[config.mk]
export PLATFORM = sky130hd
export DESIGN_NAME = dual_wheel_pi_speed_controller
export DESIGN_NICKNAME = d
export VERILOG_FILES = /design/src/dwpi_pkg.sv /design/src/dwpi_smul.sv /design/src/dwpi_sdiv.sv /design/src/dual_wheel_pi_speed_controller.sv
export SDC_FILE = /design/constraint.sdc
export NUM_CORES = 2
export LEC_CHECK = 0
export ABC_AREA = 1
export BUFFER_PORTS_ARGS = -buffer_cell sky130_fd_sc_hd__buf_2
export CAP_MARGIN = 40
export CORE_AREA = 8 8 377 379
export DETAILED_ROUTE_END_ITERATION = 12
export DIE_AREA = 0 0 385 387
export GPL_TIMING_DRIVEN = 1
export PLACE_DENSITY = 0.51
export SLEW_MARGIN = 10
export SYNTH_ARGS = -nofsm -noshare
export SYNTH_HDL_FRONTEND = slang
export SYNTH_SLANG_ARGS = --single-unit
export TNS_END_PERCENT = 20
[constraint.sdc]
create_clock -name clk -period 19.2 [get_ports clk]
set_input_delay 1.92 -clock clk [delete_from_list [all_inputs] [get_ports clk]]
set_output_delay 1.92 -clock clk [all_outputs]
set_load 0.03 [all_outputs]
[src/dwpi_pkg.sv]
// shared types and constants for the dual wheel pi speed controller
package dwpi_pkg;

  typedef enum logic [3:0] {
    ST_IDLE,
    ST_SPD,
    ST_KI,
    ST_DT,
    ST_INC,
    ST_KP,
    ST_DUTY,
    ST_OUT
  } dwpi_state_t;

  typedef enum logic [2:0] {
    REG_PROP_GAIN   = 3'd0,
    REG_INTEG_GAIN  = 3'd1,
    REG_VOLT_LIMIT  = 3'd2,
    REG_RIGHT_SGAIN = 3'd3,
    REG_LEFT_SGAIN  = 3'd4
  } dwpi_reg_t;

  localparam int MUL_A_W = 36;
  localparam int MUL_B_W = 16;
  localparam int MUL_P_W = MUL_A_W + MUL_B_W;
  localparam int DIV_N_W = 52;
  localparam int DIV_D_W = 18;

  localparam logic [DIV_D_W-1:0] INC_DIVISOR  = 18'd250000;
  localparam logic [DIV_D_W-1:0] DUTY_DIVISOR = 18'd6656;

  localparam logic [15:0] PROP_GAIN_RST   = 16'd256;
  localparam logic [15:0] INTEG_GAIN_RST  = 16'd256;
  localparam logic [12:0] VOLT_LIMIT_RST  = 13'd6144;
  localparam logic [15:0] RIGHT_SGAIN_RST = 16'd8251;
  localparam logic [15:0] LEFT_SGAIN_RST  = 16'd9289;

endpackage

[src/dwpi_smul.sv]
// bit-serial shift-add multiplier, one multiplier bit per cycle, msb first
module dwpi_smul (
  input  logic                           clk,
  input  logic                           rst_n,
  input  logic                           start,
  input  logic [dwpi_pkg::MUL_A_W-1:0]   a,
  input  logic [dwpi_pkg::MUL_B_W-1:0]   b,
  output logic                           done,
  output logic [dwpi_pkg::MUL_P_W-1:0]   prod
);
  import dwpi_pkg::*;

  logic [MUL_A_W-1:0] a_r;
  logic [MUL_B_W-1:0] b_r;
  logic [MUL_P_W-1:0] acc_r;
  logic [4:0]         cnt_r;
  logic               busy_r;
  logic               done_r;

  always_ff @(posedge clk) begin
    if (!rst_n) begin
      busy_r <= 1'b0;
      done_r <= 1'b0;
      cnt_r  <= '0;
    end else begin
      done_r <= 1'b0;
      if (start) begin
        busy_r <= 1'b1;
        cnt_r  <= 5'(MUL_B_W);
      end else if (busy_r) begin
        cnt_r <= cnt_r - 5'd1;
        if (cnt_r == 5'd1) begin
          busy_r <= 1'b0;
          done_r <= 1'b1;
        end
      end
    end
  end

  always_ff @(posedge clk) begin
    if (start) begin
      a_r   <= a;
      b_r   <= b;
      acc_r <= '0;
    end else if (busy_r) begin
      acc_r <= {acc_r[MUL_P_W-2:0], 1'b0} +
               (b_r[MUL_B_W-1] ? {{MUL_B_W{1'b0}}, a_r} : '0);
      b_r   <= {b_r[MUL_B_W-2:0], 1'b0};
    end
  end

  assign done = done_r;
  assign prod = acc_r;

endmodule

[src/dwpi_sdiv.sv]
// bit-serial restoring divider, one quotient bit per cycle
module dwpi_sdiv (
  input  logic                         clk,
  input  logic                         rst_n,
  input  logic                         start,
  input  logic [dwpi_pkg::DIV_N_W-1:0] num,
  input  logic [dwpi_pkg::DIV_D_W-1:0] den,
  output logic                         done,
  output logic [dwpi_pkg::DIV_N_W-1:0] quo
);
  import dwpi_pkg::*;

  logic [DIV_N_W-1:0] num_r;
  logic [DIV_D_W-1:0] den_r;
  logic [DIV_D_W-1:0] rem_r;
  logic [5:0]         cnt_r;
  logic               busy_r;
  logic               done_r;
  logic [DIV_D_W:0]   trial;
  logic               fits;

  assign trial = {rem_r, num_r[DIV_N_W-1]};
  assign fits  = (trial >= {1'b0, den_r});

  always_ff @(posedge clk) begin
    if (!rst_n) begin
      busy_r <= 1'b0;
      done_r <= 1'b0;
      cnt_r  <= '0;
    end else begin
      done_r <= 1'b0;
      if (start) begin
        busy_r <= 1'b1;
        cnt_r  <= 6'(DIV_N_W);
      end else if (busy_r) begin
        cnt_r <= cnt_r - 6'd1;
        if (cnt_r == 6'd1) begin
          busy_r <= 1'b0;
          done_r <= 1'b1;
        end
      end
    end
  end

  // dividend shifts out the top while quotient bits shift in at the bottom
  always_ff @(posedge clk) begin
    if (start) begin
      num_r <= num;
      den_r <= den;
      rem_r <= '0;
    end else if (busy_r) begin
      num_r <= {num_r[DIV_N_W-2:0], fits};
      rem_r <= fits ? DIV_D_W'(trial - {1'b0, den_r}) : trial[DIV_D_W-1:0];
    end
  end

  assign done = done_r;
  assign quo  = num_r;

endmodule

[src/dual_wheel_pi_speed_controller.sv]
// Dual wheel PI speed controller. The wheels are handled one after the other through one
// bit-serial 36x16 multiplier and one bit-serial restoring divider; each wheel needs four
// products and two quotients, with the duty divide launched from a register once the
// command is registered, and the tick ends by loading the output register and going back
// to idle. A new tick is taken once the previous one has gone to the output register, so
// the next tick may arrive while the last result still waits.
module dual_wheel_pi_speed_controller (
  input  logic               clk,
  input  logic               rst_n,
  input  logic               in_valid,
  output logic               in_stall,
  input  logic [15:0]        in_right_count,
  input  logic               in_right_dir,
  input  logic [15:0]        in_left_count,
  input  logic               in_left_dir,
  input  logic signed [18:0] in_right_target,
  input  logic signed [18:0] in_left_target,
  input  logic [15:0]        in_elapsed_us,
  output logic               out_valid,
  input  logic               out_stall,
  output logic signed [15:0] out_right_duty,
  output logic signed [15:0] out_left_duty,
  output logic signed [18:0] out_right_speed,
  output logic signed [18:0] out_left_speed,
  input  logic               cfg_valid,
  output logic               cfg_ready,
  input  logic [2:0]         cfg_index,
  input  logic [15:0]        cfg_data
);
  import dwpi_pkg::*;

  dwpi_state_t state_r, state_nxt;

  logic [15:0] prop_gain_r, integ_gain_r, rsgain_r, lsgain_r;
  logic [12:0] vlimit_r;

  logic [15:0]        rcount_r, lcount_r, dt_r;
  logic               rneg_r, lneg_r;
  logic signed [18:0] rtarget_r, ltarget_r;
  logic               wheel_r;

  logic signed [18:0] rspeed_r, lspeed_r;
  logic signed [23:0] rinteg_r, linteg_r;
  logic signed [15:0] rduty_r, lduty_r;
  logic               err_neg_r;
  logic [18:0]        err_mag_r;
  logic               cmd_neg_r;
  logic [22:0]        cmd_mag_r;

  logic               out_valid_r;
  logic signed [15:0] out_rduty_r, out_lduty_r;
  logic signed [18:0] out_rspeed_r, out_lspeed_r;

  logic                 mul_start, mul_done, div_start, div_done;
  logic [MUL_A_W-1:0]   mul_a;
  logic [MUL_B_W-1:0]   mul_b;
  logic [MUL_P_W-1:0]   mul_prod;
  logic [DIV_N_W-1:0]   div_num, div_quo;
  logic [DIV_D_W-1:0]   div_den;

  logic               in_acc, out_free;
  logic [15:0]        cur_count;
  logic [15:0]        cur_sgain;
  logic               cur_neg;
  logic signed [18:0] cur_target;
  logic signed [23:0] cur_integ;

  logic [32:0]        spd_rnd;
  logic [20:0]        spd_mag;
  logic signed [18:0] spd_val;
  logic signed [19:0] err_val;
  logic [19:0]        err_abs;

  logic signed [39:0] lim_pos, lim_neg;
  logic signed [39:0] inc_val, integ_sum;
  logic signed [23:0] integ_val;
  logic signed [39:0] pterm, cmd_sum, cmd_clamp;
  logic [39:0]        cmd_abs;
  logic [27:0]        duty_m;
  logic signed [15:0] duty_val;

  assign in_acc   = in_valid && !in_stall;
  assign in_stall = (state_r != ST_IDLE);
  assign out_free = !out_valid_r || !out_stall;
  assign cfg_ready = 1'b1;

  assign cur_count  = wheel_r ? lcount_r : rcount_r;
  assign cur_sgain  = wheel_r ? lsgain_r : rsgain_r;
  assign cur_neg    = wheel_r ? lneg_r : rneg_r;
  assign cur_target = wheel_r ? ltarget_r : rtarget_r;
  assign cur_integ  = wheel_r ? linteg_r : rinteg_r;

  // speed: half-up rounding from Q12.20 product, sign, saturate to Q10.8
  always_comb begin
    spd_rnd = {1'b0, mul_prod[31:0]} + 33'd2048;
    spd_mag = spd_rnd[32:12];
    if (cur_neg) begin
      if (spd_mag > 21'd262144) spd_val = -19'sd262144;
      else                      spd_val = -$signed(spd_mag[18:0]);
    end else begin
      if (spd_mag > 21'd262143) spd_val = 19'sd262143;
      else                      spd_val = $signed(spd_mag[18:0]);
    end
    err_val = 20'(cur_target) - 20'(spd_val);
    err_abs = err_val[19] ? 20'(-err_val) : err_val;
  end

  always_comb begin
    lim_pos   = $signed({17'd0, vlimit_r, 10'd0});
    lim_neg   = -lim_pos;
    inc_val   = err_neg_r ? -$signed({4'd0, div_quo[35:0]}) : $signed({4'd0, div_quo[35:0]});
    integ_sum = 40'(cur_integ) + inc_val;
    if (integ_sum > lim_pos)      integ_val = 24'(lim_pos);
    else if (integ_sum < lim_neg) integ_val = 24'(lim_neg);
    else                          integ_val = 24'(integ_sum);
    pterm   = err_neg_r ? -$signed({3'd0, mul_prod[34:0], 2'b00})
                        : $signed({3'd0, mul_prod[34:0], 2'b00});
    cmd_sum = pterm + 40'(cur_integ);
    if (cmd_sum > lim_pos)      cmd_clamp = lim_pos;
    else if (cmd_sum < lim_neg) cmd_clamp = lim_neg;
    else                        cmd_clamp = cmd_sum;
    cmd_abs  = cmd_clamp[39] ? 40'(-cmd_clamp) : cmd_clamp;
    // times 25 then plus half the divisor
    duty_m   = ({5'd0, cmd_mag_r} << 4) + ({5'd0, cmd_mag_r} << 3) + {5'd0, cmd_mag_r}
               + 28'd3328;
    duty_val = cmd_neg_r ? -$signed(div_quo[15:0]) : $signed(div_quo[15:0]);
  end

  always_comb begin
    state_nxt = state_r;
    mul_start = 1'b0;
    mul_a     = '0;
    mul_b     = '0;
    div_start = 1'b0;
    div_num   = '0;
    div_den   = INC_DIVISOR;
    unique case (state_r)
      ST_IDLE: begin
        if (in_acc) begin
          mul_start = 1'b1;
          mul_a     = MUL_A_W'(in_right_count);
          mul_b     = rsgain_r;
          state_nxt = ST_SPD;
        end
      end
      ST_SPD: begin
        if (mul_done) begin
          mul_start = 1'b1;
          mul_a     = MUL_A_W'(err_abs);
          mul_b     = integ_gain_r;
          state_nxt = ST_KI;
        end
      end
      ST_KI: begin
        if (mul_done) begin
          mul_start = 1'b1;
          mul_a     = mul_prod[MUL_A_W-1:0];
          mul_b     = dt_r;
          state_nxt = ST_DT;
        end
      end
      ST_DT: begin
        if (mul_done) begin
          div_start = 1'b1;
          div_num   = mul_prod + DIV_N_W'(125000);
          div_den   = INC_DIVISOR;
          state_nxt = ST_INC;
        end
      end
      ST_INC: begin
        if (div_done) begin
          mul_start = 1'b1;
          mul_a     = MUL_A_W'(err_mag_r);
          mul_b     = prop_gain_r;
          state_nxt = ST_KP;
        end
      end
      ST_KP: begin
        if (mul_done) state_nxt = ST_DUTY;
      end
      ST_DUTY: begin
        // first cycle launches the divide, then wait for it
        if (div_done) begin
          if (!wheel_r) begin
            mul_start = 1'b1;
            mul_a     = MUL_A_W'(lcount_r);
            mul_b     = lsgain_r;
            state_nxt = ST_SPD;
          end else begin
            state_nxt = ST_OUT;
          end
        end
      end
      ST_OUT: begin
        if (out_free) state_nxt = ST_IDLE;
      end
      default: state_nxt = ST_IDLE;
    endcase
    if (state_r == ST_KP && mul_done) begin
      div_start = 1'b0;
    end
  end

  // duty divide launches from duty_go_r, which is registered together with the command
  logic duty_go_r;
  logic div_start_all;
  assign div_start_all = div_start || duty_go_r;

  dwpi_smul u_mul (
    .clk   (clk),
    .rst_n (rst_n),
    .start (mul_start),
    .a     (mul_a),
    .b     (mul_b),
    .done  (mul_done),
    .prod  (mul_prod)
  );

  dwpi_sdiv u_div (
    .clk   (clk),
    .rst_n (rst_n),
    .start (div_start_all),
    .num   (duty_go_r ? DIV_N_W'(duty_m) : div_num),
    .den   (duty_go_r ? DUTY_DIVISOR : div_den),
    .done  (div_done),
    .quo   (div_quo)
  );

  always_ff @(posedge clk) begin
    if (!rst_n) begin
      state_r      <= ST_IDLE;
      wheel_r      <= 1'b0;
      duty_go_r    <= 1'b0;
      out_valid_r  <= 1'b0;
      prop_gain_r  <= PROP_GAIN_RST;
      integ_gain_r <= INTEG_GAIN_RST;
      vlimit_r     <= VOLT_LIMIT_RST;
      rsgain_r     <= RIGHT_SGAIN_RST;
      lsgain_r     <= LEFT_SGAIN_RST;
      rinteg_r     <= '0;
      linteg_r     <= '0;
    end else begin
      state_r   <= state_nxt;
      duty_go_r <= (state_r == ST_KP) && mul_done;
      if (cfg_valid && cfg_ready) begin
        unique case (cfg_index)
          REG_PROP_GAIN:   prop_gain_r  <= cfg_data;
          REG_INTEG_GAIN:  integ_gain_r <= cfg_data;
          REG_VOLT_LIMIT:  vlimit_r     <= cfg_data[12:0];
          REG_RIGHT_SGAIN: rsgain_r     <= cfg_data;
          REG_LEFT_SGAIN:  lsgain_r     <= cfg_data;
          default: ;
        endcase
      end
      if (in_acc) wheel_r <= 1'b0;
      else if (state_r == ST_DUTY && div_done) wheel_r <= 1'b1;
      if (state_r == ST_INC && div_done) begin
        if (wheel_r) linteg_r <= integ_val;
        else         rinteg_r <= integ_val;
      end
      if (state_r == ST_OUT && out_free) out_valid_r <= 1'b1;
      else if (out_valid_r && !out_stall) out_valid_r <= 1'b0;
    end
  end

  always_ff @(posedge clk) begin
    if (in_acc) begin
      rcount_r  <= in_right_count;
      lcount_r  <= in_left_count;
      rneg_r    <= in_right_dir;
      lneg_r    <= !in_left_dir;
      rtarget_r <= in_right_target;
      ltarget_r <= in_left_target;
      dt_r      <= in_elapsed_us;
    end
    if (state_r == ST_SPD && mul_done) begin
      err_neg_r <= err_val[19];
      err_mag_r <= err_abs[18:0];
      if (wheel_r) lspeed_r <= spd_val;
      else         rspeed_r <= spd_val;
    end
    if (state_r == ST_KP && mul_done) begin
      cmd_neg_r <= cmd_clamp[39];
      cmd_mag_r <= cmd_abs[22:0];
    end
    if (state_r == ST_DUTY && div_done) begin
      if (wheel_r) lduty_r <= duty_val;
      else         rduty_r <= duty_val;
    end
    if (state_r == ST_OUT && out_free) begin
      out_rduty_r  <= rduty_r;
      out_lduty_r  <= lduty_r;
      out_rspeed_r <= rspeed_r;
      out_lspeed_r <= lspeed_r;
    end
  end

  assign out_valid       = out_valid_r;
  assign out_right_duty  = out_rduty_r;
  assign out_left_duty   = out_lduty_r;
  assign out_right_speed = out_rspeed_r;
  assign out_left_speed  = out_lspeed_r;

endmodule

== Word-level counts from Yosys, hierarchy flattened ==
Cells that the tools add are included.
W data, S select, Z words.

* Bitwise operators: 4
* Shift operators: 0
* Add/subtract/negate cells: 19
* Reductions and logical operators: 37
* Equality and inequality tests: 21
* $lt $le $gt $ge: 7
* Multiply operators: 0
* Div/mod/pow operators: 0
* Multiplexer cells: 71

{| class="wikitable"
|+ Operators by type and width
! kind !! count
|-
| $mux W52 || 5
|-
| $mux W16 || 12
|-
| $pmux W36 S5 || 1
|-
| $mux W40 || 4
|-
| $mux W19 || 5
|-
| $gt A40 B24 Y1 || 2
|-
| $lt A40 B40 Y1 || 2
|-
| $pmux W16 S5 || 1
|-
| $mux W24 || 3
|-
| $mux W36 || 2
|-
| $add A52 B17 Y52 const B || 1
|-
| $add A52 B52 Y52 || 1
|-
| $add A24 B40 Y40 || 1
|-
| $add A40 B24 Y40 || 1
|-
| $mux W20 || 2
|-
| $neg A23 Y40 || 1
|-
| $neg A36 Y40 || 1
|-
| $neg A37 Y40 || 1
|-
| $mux W18 || 2
|-
| $add A32 B12 Y33 const B || 1
|-
| $mux W4 || 8
|-
| $pmux W4 S8 || 1
|-
| $add A27 B26 Y28 || 1
|-
| $add A28 B12 Y28 const B || 1
|-
| 40 further kinds || 99
|}

* Bits in registers: 595
* Input bits: 112
* Memory bits (writable): 0
* Memories: 0
* Memory bits (read-only): 0
* Bits in latches: 0
* Output and inout port bits: 73
* Logic and storage cells: 202

== Longest topological paths before layout ==
* Word-level depth: 9
* Depth in mapped cells: 51
* Mapped depth without buffers: 50

== Modules after synthesis ==
Synthesis repeated with hierarchy kept, for this count alone.

* Cells, all modules: 6,026
* Area total of the unflattened synthesis: 43,431.7 µm²

{| class="wikitable"
|+ Modules (own cells, without submodules)
! module !! times used !! cells each !! area each (µm²) !! sequential area each (µm²)
|-
| dual_wheel_pi_speed_controller || 1 || 4,140 || 30,329.1 || 10,309.9
|-
| dwpi_smul || 1 || 1,240 || 7,897.6 || 2,742.6
|-
| dwpi_sdiv || 1 || 646 || 5,205.0 || 2,622.5
|}

== Least setup slack after synthesis ==
No wires, ideal clock.

* Path kind: register to register
* From: reg u_mul.acc_r[1], in the netlist u_mul.prod[1]
* To: reg cmd_mag_r[10] (data pin)
* Path buffers: 1
* Data required time: 18.946 ns
* Library setup time: 0.254 ns
* Arrival time: 5.860 ns
* Setup slack: 13.086 ns
* Clock period less this slack: 6.114 ns
* Stages on the path, launching flop included: 39
* Cell sequence: dfxtp_1 -> inv_1 -> ha_1 -> nand3_1 -> nor3_1 -> nand3_1 -> nor3_1 -> inv_1 -> nor2_1 -> inv_1 -> nor2_1 -> nand4_1 -> o21ai_0 -> o21ai_0 -> xor2_1 -> ha_1 -> a21oi_1 -> o21ai_0 -> (+3 left out) -> xnor2_2 -> inv_1 -> ha_1 -> inv_1 -> nor3_1 -> a211oi_1 -> nand2_1 -> nand2_1 -> nand2_1 -> buf_4 -> nor2_4 -> nand2_1 -> ha_1 -> nand3_2 -> nor2_4 -> nor2_1 -> xnor2_1 -> inv_1

* Word-level cells in the longest chain between the ends: 8
* Elaborated cells on any way between the ends: 9
* Classes of those cells: add/sub (3); order compare (2); mux (4)

{| class="wikitable"
|+ Ends and longest elaborated chain
! element !! line !! RTL
|-
| start: declaration || dwpi_smul.sv:15 || <nowiki>logic [MUL_P_W-1:0] acc_r;</nowiki>
|-
| start signal: assignment || dwpi_smul.sv:46 || <nowiki>acc_r <= {acc_r[MUL_P_W-2:0], 1'b0} +</nowiki>
|-
| $neg A37 Y40 || dual_wheel_pi_speed_controller.sv:116 || <nowiki>pterm = err_neg_r ? -$signed({3'd0, mul_prod[34:0], 2'b00})</nowiki>
|-
| $mux W40 * || dual_wheel_pi_speed_controller.sv:116 ||
|-
| $add A40 B24 Y40 * || dual_wheel_pi_speed_controller.sv:118 || <nowiki>cmd_sum = pterm + 40'(cur_integ);</nowiki>
|-
| $lt A40 B40 Y1 || dual_wheel_pi_speed_controller.sv:120 || <nowiki>else if (cmd_sum < lim_neg) cmd_clamp = lim_neg;</nowiki>
|-
| $mux W40 || dual_wheel_pi_speed_controller.sv:120 ||
|-
| $mux W40 * || dual_wheel_pi_speed_controller.sv:119 || <nowiki>if (cmd_sum > lim_pos) cmd_clamp = lim_pos;</nowiki>
|-
| $neg A23 Y23 || dual_wheel_pi_speed_controller.sv:122 || <nowiki>cmd_abs = cmd_clamp[39] ? 40'(-cmd_clamp) : cmd_clamp;</nowiki>
|-
| $mux W23 * || dual_wheel_pi_speed_controller.sv:122 ||
|-
| via cmd_abs[10] || dual_wheel_pi_speed_controller.sv:78 || <nowiki>logic [39:0] cmd_abs;</nowiki>
|-
| end signal: assignment || dual_wheel_pi_speed_controller.sv:284 || <nowiki>cmd_mag_r <= cmd_abs[22:0];</nowiki>
|-
| end: declaration || dual_wheel_pi_speed_controller.sv:48 || <nowiki>logic [22:0] cmd_mag_r;</nowiki>
|}

The timed path passes the listed nets; every way through them passes the cells marked *.
A chain may end at the register's enable or synchronous reset.

== Final worst setup path ==
* From: reg u_mul.acc_r[1], in the netlist u_mul.prod[1]
* To: reg cmd_mag_r[12] (data pin)

The elaborated chain is that of the path after synthesis.

==> impl_metrics.json <==
{
  "drive_gt1_share_pct": 10.02,
  "post_dp_cell_area_um2": 43600,
  "core_um2": 136300,
  "dp_hpwl_um": 118600,
  "overflow": 0,
  "drc": 0,
  "synthArstFlopShare_pct": 0,
  "vdd_drop_max_mv": 0.07017,
  "path_common_cell": "inv_1",
  "p_leak_nw": 20.61,
  "num-nets-final": 5895,
  "min_path_type": "flip-flop to flip-flop",
  "cp-startpoint": "u_mul.prod[1]",
  "dr_total_vias": 36920,
  "cts_max_path_buffers": 3,
  "ios": 185,
  "synthDistinctLibCells": 81,
  "finalHoldViolCount": 0,
  "rsz0062_at_grt": "false",
  "reg2reg_to": "cmd_mag_r[12]",
  "outcome": "complete, no violations",
  "fin_cells": 7315,
  "fp-row-count": 136,
  "timing.setup.tns_ns": 0,
  "synth-main-ff-cell": "edfxtp_1",
  "initial_utilization_pct": 29.71,
  "grt_pass1_wl_um": 224600,
  "cts-resized-gates": 0,
  "syn_area_um2": 40500,
  "numCtsBuffers": 69,
  "ant_nets": 0,
  "stdcell_area_um2": 45930,
  "grt_antenna_before_repair": 6,
  "slew_headroom_pct": 36.07,
  "cts_max_level": 3,
  "die_w_um": 385,
  "clkSlewWorstSetupHoldPaths_ns": 0.06,
  "finalSetupViolations": 0,
  "max_cap_viol_count": 0,
  "syn_avg_cell_area_um2": 7.655,
  "synth_edf_count": 362,
  "worst_pin_slew_ns": 0.9502,
  "whs_ns": 0.4121,
  "yosysSeqAreaShare_pct": 37.52,
  "grt_pass1_vias": 34860,
  "reg2reg_depth": 37,
  "portBuffers": 183,
  "cp-start-kind": "flip-flop",
  "r2r_start": "u_mul.prod[1]",
  "avgViaCountPerCell": 5.047,
  "slew_violations": 0,
  "slowest_stage": "o21ai_0",
  "drtIter0Drc": 3288,
  "crit_type": "flip-flop to flip-flop",
  "drt_wl_total_um": 150100,
  "cp.required_ns": 19.65,
  "timing.fmax_mhz": 126.0,
  "first_pass_iters": 8,
  "ys_seq_elements": 578,
  "finalCritPeriodShare_pct": 41.34,
  "yosys_warnings": 0,
  "crit_arrival_ns": 8.39,
  "track_usage_pct": 19.59,
  "tritoncts": "done",
  "place_congestion": 0.9809,
  "syn_inst": 5290,
  "dp_cells": 7189,
  "reg2reg_slack_ns": 11.26,
  "die_area_um2": 149000,
  "cts.hold.buffers_added": 0,
  "grt_max_degree": 71,
  "clock_latency_ns": 0.70,
  "critPathMaxStageDelay_ns": 0.49,
  "syn2layout_area_growth_pct": 13.42,
  "syn-num-nets": 5718,
  "critPathCapture": "cmd_mag_r[12]",
  "end_kind": "flip-flop",
  "clockRootBuffer": "clkbuf_16",
  "cts.sinks": 578,
  "crit_fanout": 14,
  "chipHeight_um": 387,
  "post-cts-setup-buffers": 0,
  "powerDensity_nw_per_um2": 118.1,
  "finClkSkew_ns": 0.03763,
  "fin_crit_ns": 7.938,
  "wl_per_cell_um": 20.52
}
## synth_stat cells (10+ instances only)
library cell	instances	area (um^2)
o21bai_1	14	105.1
o22ai_1	15	93.84
o211ai_1	33	247.7
o21ai_1	23	115.1
nand2_1	1133	4253
ha_1	292	3654
o21a_1	23	172.7
inv_2	53	198.9
nand3_1	256	1281
nor2_1	478	1794
a21oi_1	379	1897
o21ai_2	10	87.58
or2_2	11	68.82
buf_2	11	55.05
a21o_1	12	90.09
nor3_2	10	100.1
nor2_2	23	143.9
inv_1	720	2703
o221ai_1	19	166.4
fa_1	24	480.5
nand2_2	25	156.4
nand3_2	12	120.1
a22oi_1	45	337.8
a31oi_1	21	131.4
o21ai_0	367	1837
nor4_1	22	137.6
dfxtp_1	216	4324
xor2_1	193	1690
nand3b_1	15	112.6
nand4_1	51	319.1
o2111ai_1	19	166.4
clkbuf_1	110	412.9
xnor2_1	46	402.9
edfxtp_1	362	10870
nor3_1	104	520.5
## logic make-up (layout without fill, tap and decap cells)
kind of cell / count (synthesis) / count (layout) / share of synthesized area [%]
other cells: 1 / 2 / 0.009260
simple gates: 2166 / 2166 / 22.91
buf+inv: 928 / 1158 / 8.855
fa+ha+maj: 316 / 316 / 10.21
xor+xnor: 243 / 243 / 5.330
compound gates: 1056 / 1056 / 15.12
mux: 2 / 2 / 0.04944
flops: 578 / 578 / 37.52
## how the worst min path moves through the flow
stage / depth (start not counted) / from / endpoint / slack [ns]
final: 0 / rspeed_r[7] / out_right_speed[7] / 0.41
after CTS: 0 / rspeed_r[7] / out_right_speed[7] / 0.41
after detailed placement: 0 / lduty_r[12] / out_left_duty[12] / 0.40
after global routing: 0 / lspeed_r[8] / out_left_speed[8] / 0.42
after floorplan: 0 / lduty_r[0] / out_left_duty[0] / 0.40
after global placement: 0 / rspeed_r[0] / out_right_speed[0] / 0.40
## metrics by stage
step | power, W | util [%] | worst slack [ns]
after CTS | 0.005441 | 33.68 | 11.46
after global routing | 0.005780 | 33.70 | 10.62
after detailed placement | 0.004061 | 31.99 | 11.50
after global placement | 0.004055 | 31.85 | 11.12
after floorplan | 0.003299 | - | 13.09
final | 0.005426 | 33.70 | 11.26
## report_power, final
part	internal, W	total (W)	switching [W]
combinational	0.000704	0.00239	0.00169
sequential	0.00155	0.00169	0.000132
clock	0.000770	0.00135	0.000579
total	0.00303	0.00543	0.00240
## registers in the layout, summed over array words and instances, names as in the netlist, 18 cells and up
register and count:
u_mul.a_r 36, rspeed_r 19, linteg_r 24, u_div.quo 52, cmd_mag_r 23, err_mag_r 19, u_mul.prod 52, rinteg_r 24
lspeed_r 19, ltarget_r 19, out_left_speed 19, out_right_speed 19, rtarget_r 19, u_div.rem_r 18
## layer usage
layer,part of all wire [%],global-route usage (%)
met1,45,26.79
met3,5.8,2.744
met2,45,31.00
met5,0.0087,0
met4,4.2,7.952
## worst max-delay path, delay by kind of cell (launching register included)
kind | cells | cell delay (ns)
AOI/OAI and AO/OA | 6 | 1.64
xor gates and xnor gates | 3 | 0.58
adders and majority gates | 4 | 1.15
buffers and inverters | 6 | 0.70
DFF | 1 | 0.32
and+or+nand+nor | 18 | 3.28
## area by class of cell
| cell class | count | area (um^2) |
|---|---|---|
| fillers | 14430 | 90370 |
| repair buffers | 251 | 1454 |
| diodes | 1 | 2.502 |
| clock buffers | 91 | 1881 |
| inverters | 783 | 2944 |
| clock inverters | 33 | 422.9 |
| multi-input cells | 3784 | 21790 |
| flip-flops and latches | 578 | 15200 |
| well taps | 1794 | 2245 |
## cells in the final DEF (no fill, tap or decap), types with 14 or more instances in the layout
cell       count
o21a_1        23
nand2_1     1132
fa_1          24
nand4_1       51
a31oi_1       21
a22oi_1       45
o221ai_1      19
dfxtp_1      215
edfxtp_1     362
o21bai_1      14
xor2_1       193
inv_1        718
a21oi_1      378
o21ai_0      361
o2111ai_1     19
nor3_1       104
o21ai_1       29
nand3b_1      15
xnor2_1       46
clkbuf_16     70
o22ai_1       15
ha_1         292
nor2_2        29
buf_2        194
o211ai_1      33
nor2_4        14
nor2_1       467
nand2_2       25
clkbuf_1      16
nand3_1      256
nor4_1        22
buf_4         52
inv_2         55
Note: power is estimated with default switching activity, not from simulation.
